`src/rtl/scfp_pkg.sv`:
```
`default_nettype none
package scfp_pkg;

  // frame layout
  localparam int unsigned DataBytes  = 8;
  localparam int unsigned FrameBytes = 10;
  localparam int unsigned CntW       = 4;

  // crc-16/modbus, reflected form
  localparam logic [15:0] CrcInit = 16'hFFFF;
  localparam logic [15:0] CrcPoly = 16'hA001;

  // one input item: four channel samples
  typedef struct packed {
    logic signed [15:0] sample_ch1;
    logic signed [15:0] sample_ch2;
    logic signed [15:0] sample_ch3;
    logic signed [15:0] sample_ch4;
  } sample_in_t;

  // one result item: a frame byte
  typedef struct packed {
    logic [7:0] frame_byte;
    logic       frame_end;
  } frame_out_t;

  // fold one byte into the crc, lsb first
  function automatic logic [15:0] crc_byte(input logic [15:0] crc_in, input logic [7:0] b);
    logic [15:0] c;
    c = crc_in ^ {8'h00, b};
    for (int k = 0; k < 8; k++) begin
      if (c[0]) begin
        c = (c >> 1) ^ CrcPoly;
      end else begin
        c = c >> 1;
      end
    end
    return c;
  endfunction

endpackage
`default_nettype wire

```
`src/rtl/scope_frame_crc16_packer.sv`:
```
`default_nettype none
// Frame packer: an item (four 16-bit samples) is taken when start is high and busy
// is low, and comes out as a 10-byte frame, one byte per cycle on result_valid_o:
// the eight sample bytes (channel 1 to 4, low byte first), then the CRC-16/MODBUS
// of those bytes, low byte first; frame_end marks the tenth byte. The CRC runs
// through an eight-stage pipeline, one data byte per stage; the serializer loads a
// frame when its item leaves the last stage. The byte serializer sets the sustained
// rate, and frames leave back to back with no gap while the next item is waiting in
// the last stage. Up to eight further items may be held in the pipeline while a
// frame is being sent; busy rises only when the pipeline is full. The receiver cannot
// stall: each byte is shown for exactly one cycle and must be taken then.
module scope_frame_crc16_packer (
  input  wire                     clk_i,
  input  wire                     rst_ni,
  input  wire                     start,
  output logic                    busy,
  input  scfp_pkg::sample_in_t    sample_i,
  output logic                    result_valid_o,
  output scfp_pkg::frame_out_t    result_o
);
  import scfp_pkg::*;

  localparam int unsigned NumStages = DataBytes;
  localparam logic [CntW-1:0] LastIdx = CntW'(FrameBytes - 1);

  // pipeline registers, one byte of crc per stage
  logic [NumStages-1:0] v_q;
  logic [63:0]          smp_q [NumStages];
  logic [15:0]          crc_q [NumStages];
  logic [NumStages:0]   en;

  // serializer
  logic                 ser_act_q, ser_act_d;
  logic [CntW-1:0]      cnt_q, cnt_d;
  logic [79:0]          sh_q, sh_d;
  logic                 ser_done;
  logic                 load;
  logic                 in_xfer;
  logic [63:0]          smp_in;

  assign smp_in = {sample_i.sample_ch4, sample_i.sample_ch3,
                   sample_i.sample_ch2, sample_i.sample_ch1};

  // hand over to the serializer when idle or on the last byte of a frame
  assign ser_done = ser_act_q && (cnt_q == LastIdx);
  assign load     = v_q[NumStages-1] && (!ser_act_q || ser_done);

  // a stage may take new data when empty or when its content moves on
  always_comb begin
    en[NumStages] = load;
    for (int k = NumStages - 1; k >= 0; k--) begin
      en[k] = !v_q[k] || en[k+1];
    end
  end

  assign busy    = !en[0];
  assign in_xfer = start && !busy;

  // crc pipeline stages
  for (genvar k = 0; k < NumStages; k++) begin : g_stage
    logic        v_src;
    logic [63:0] smp_src;
    logic [15:0] crc_src;

    if (k == 0) begin : g_first
      assign v_src   = in_xfer;
      assign smp_src = smp_in;
      assign crc_src = CrcInit;
    end else begin : g_next
      assign v_src   = v_q[k-1];
      assign smp_src = smp_q[k-1];
      assign crc_src = crc_q[k-1];
    end

    // valid bit
    always_ff @(posedge clk_i or negedge rst_ni) begin
      if (!rst_ni) begin
        v_q[k] <= 1'b0;
      end else if (en[k]) begin
        v_q[k] <= v_src;
      end
    end

    // payload
    always_ff @(posedge clk_i) begin
      if (en[k]) begin
        smp_q[k] <= smp_src;
        crc_q[k] <= crc_byte(crc_src, smp_src[8*k +: 8]);
      end
    end
  end

  // serializer next state
  always_comb begin
    ser_act_d = ser_act_q;
    cnt_d     = cnt_q;
    sh_d      = sh_q;
    if (load) begin
      ser_act_d = 1'b1;
      cnt_d     = '0;
      sh_d      = {crc_q[NumStages-1], smp_q[NumStages-1]};
    end else if (ser_act_q) begin
      sh_d = {8'h00, sh_q[79:8]};
      if (ser_done) begin
        ser_act_d = 1'b0;
        cnt_d     = '0;
      end else begin
        cnt_d = cnt_q + 1'b1;
      end
    end
  end

  // serializer control
  always_ff @(posedge clk_i or negedge rst_ni) begin
    if (!rst_ni) begin
      ser_act_q <= 1'b0;
      cnt_q     <= '0;
    end else begin
      ser_act_q <= ser_act_d;
      cnt_q     <= cnt_d;
    end
  end

  // frame shift register
  always_ff @(posedge clk_i) begin
    sh_q <= sh_d;
  end

  // result ports
  assign result_valid_o      = ser_act_q;
  assign result_o.frame_byte = sh_q[7:0];
  assign result_o.frame_end  = ser_done;

endmodule
`default_nettype wire
```
`config.mk`:
```
export PLATFORM = sky130hd
export DESIGN_NAME = scope_frame_crc16_packer
export DESIGN_NICKNAME = d
export VERILOG_FILES = /design/src/rtl/scfp_pkg.sv /design/src/rtl/scope_frame_crc16_packer.sv
export SDC_FILE = /design/constraint.sdc
export NUM_CORES = 1
export LEC_CHECK = 0
export BUFFER_PORTS_ARGS = -buffer_cell sky130_fd_sc_hd__buf_2
export CAP_MARGIN = 20
export CORE_UTILIZATION = 39
export DETAILED_ROUTE_END_ITERATION = 10
export HOLD_SLACK_MARGIN = 0.06
export PLACE_DENSITY = 0.64
export SLEW_MARGIN = 40
export SYNTH_ARGS = -nofsm -noshare
export SYNTH_HDL_FRONTEND = slang
export SYNTH_SLANG_ARGS = --single-unit
```
`constraint.sdc`:
```
create_clock -name clk_i -period 9.1 [get_ports clk_i]
set_input_delay 1.82 -clock clk_i [delete_from_list [all_inputs] [get_ports clk_i]]
set_output_delay 1.82 -clock clk_i [all_outputs]
set_load 0.01 [all_outputs]
```
==> metrics.txt <==
number of post-CTS setup repair buffers 0; final setup fails 0; final hold vios 0; final RePlAce weighted congestion 0.750; Worst Hold Class reg -> reg; global-route wire length before repair 50700 um; Die H 253 um; htree depth 3; drc violations 0; cts repair resizes 0; CP max FO 9; gr ovfl total 0; P_int 6.73 mW; Cells after Synth 1032; RSZ-0062 raised after global routing false; most common cell after layout, fill and taps aside edfxtp_1; total global-route track usage 10.4%; worst endpoint required time 7280 ps; share of layout cells above drive strength 1 22.6%; Sequential Power Share 54.7%; syn avg cell area 23.9 sq um; via count 8885; Cell Pwr Density 313 nW/um^2; Max IR drop VDD 0.233 mV; post-place setup slack 4770 ps; post-synthesis compound-gate area fraction 0.213%; Inserted Diodes 0; Buf/Inv on CP 1; routed vias/inst 4.32; DR iter-0 viols 552; Syn Nets 1101; pins over their slew limit 0; Clock Root Buffer clkbuf_16; clock buffer count from CTS 69; Die X 253 um; WS Path Type reg -> out; Clock Path Buffers 3; I/O Pins 78; period utilization 51.1%; Synth Cell Area 24600 sq um; DR WL/cell 15.8 um; largest net degree at the start of global routing 82; Seq/Total Area, Yosys 88.4%; most frequent cells in the layout 714 x edfxtp_1, 87 x xnor2_1, 77 x buf_2; Placeable Area 62100 sq um; #FFs+latches synth 727; Pleak 9.52 nW; CTS tree done; hold buffers post-CTS 0; Post-Synth Simple-Gate Area 0.788%; multiplexer share of the synthesized area 3.29%; Site Rows 91; Slew @ Worst Pin 815 ps; clk slew on worst S/H paths 60 ps; Max Freq 215 MHz; Synth Area in XOR/XNOR 6.60%; Setup crit start kind flop; setup TNS 0 ps; CP Capture Type primary output; largest family of logic cells by synthesized area XOR/XNOR gates; Core Util, Final 45.6%; initial antenna violation count 0; switch share 24.0%; P_sw 2.12 mW; status finished, final reports clean; Slew headroom 45.6%; max-cap viol count 0; Crit path largest cell delay 570 ps; Comb pwr share 14.5%; skew final 32.7 ps; Die ar. 64200 sq um; final worst setup slack 4450 ps; yosys warns 0; clk_lat worst skew 620 ps; post-synthesis adder-cell area fraction 0.102%; Clk pwr share 30.8%; area delta synth->final 15.0%; Initial Util 39.7%; hpwl dp 19500 um; Post-Route WL 32600 um; Final Critical Period 4650 ps; library cells used by synthesis 30; cell family contributing the most delay on the critical path simple AND/OR/NAND/NOR gates; I/O Buffers 77; slowest CP cell and3_1; critical path data arrival time 2830 ps; vias in the first global route 9165; Nets 1237; CTS Sinks 727; Initial DRT Pass Iterations 4; Hold WS 393 ps; Routed Antenna Nets 0; Critical Path, Cell by Cell ha_1 > nand3b_1 > nor3b_2 > and3_1 > and4_1 > buf_2
-- worst reg2reg max path, cell delays in order, from the launching register on --
cell      delay [ps]
dfrtp_1          430
ha_1             220
nand3b_1         150
nor3b_2          470
and3_1           570
nand4_1          210
buf_6            290
-- cell usage after synthesis --
cell type  instances  share of area, %
xnor2_1           87               3.1
nor3b_1            1             0.030
xor2_1            54               1.9
o21ai_0            4             0.081
inv_1              9              0.14
a41o_1             1             0.041
and3_1             9              0.23
xor3_1             5              0.48
a31o_2             1             0.036
nand3_1            4             0.081
o22ai_1            1             0.025
nor2_1             3             0.046
nand2b_1           4              0.10
nand4_1            1             0.025
edfxtp_1         714                87
or2_2              2             0.051
xnor3_2            3              0.29
xnor3_1            6              0.55
ha_1               2              0.10
xnor2_2            4              0.26
buf_4              9              0.27
nand2_1            7              0.11
nand3b_1           1             0.030
a21o_1             1             0.030
clkbuf_1           4             0.061
and2_1             2             0.051
buf_2              7              0.14
mux2_2            72               3.3
dfrtp_1           13               1.3
and4_1             1             0.036
-- registers in the layout, summed over array words and instances, names as in the netlist --
signal / count
v_q: 1
smp_q: 512
g_stage.v_src: 7
result_valid_o: 1
cnt_q: 4
crc_q: 122
sh_q: 80
-- metal layers --
layer | up-vias | global-route usage [%] | wire [um]
met1 | 4422 | 13.2 | 14100
met2 | 148 | 17.1 | 16400
met4 | 0 | 5.06 | 876
met3 | 56 | 2.09 | 1180
met5 | - | 0 | 0
li1 | 4259 | - | -
-- worst paths after layout --
kind,start,slack [ps],endpoint,cells past startpoint
max,cnt_q[0]$_DFFE_PN0P_,4450,busy,6
min,smp_q[0][19]$_DFFE_PP_,390,smp_q[0][83]$_DFFE_PP_,0
min in group asynchronous,rst_ni,1100,g_stage[2].v_src$_DFFE_PN0P_,1
max in group asynchronous,rst_ni,7760,cnt_q[0]$_DFFE_PN0P_,1
max reg2reg,cnt_q[0]$_DFFE_PN0P_,6240,crc_q[0][8]$_DFFE_PP_,6
min reg2reg,smp_q[0][19]$_DFFE_PP_,390,smp_q[0][83]$_DFFE_PP_,0
-- cell type report --
| class | count | area (sq um) |
|---|---|---|
| clock inverter | 43 | 445 |
| sequential | 727 | 21800 |
| tap | 837 | 1050 |
| multi-input combinational | 276 | 2780 |
| fill | 5073 | 33700 |
| inverter | 9 | 33.8 |
| timing repair buffer | 85 | 475 |
| clock buffer | 78 | 1760 |
-- cell families (layout without fill, tap and decap cells) --
family                   after synthesis  after routing
AND/OR/NAND/NOR                       35             35
XOR/XNOR                             159            159
buffers and inverters                 29            215
flip-flops                           727            727
AO/OA/AOI/OAI                          8              8
adder cells (fa/ha/maj)                2              2
multiplexers                          72             72
-- power groups by stage --
stage	Combinational (mW)	Clock (mW)	Sequential [mW]
5_1_grt	1.41	2.93	4.89
3_5_place_dp	1.32	0	4.92
6_report	1.29	2.73	4.84
2_1_floorplan	1.01	0	4.87
3_3_place_gp	1.28	0	4.91
4_1_cts	1.32	2.80	4.85
-- metrics by stage --
stage	power (mW)	std cells	instance area (sq um)
global route	9.23	2055	28300
finish	8.85	2055	28300
CTS	8.98	2055	28300
global placement	6.19	1934	26000
floorplan	5.88	1032	24600
detailed placement	6.24	1934	26100
(Power assumes the default switching activity.)
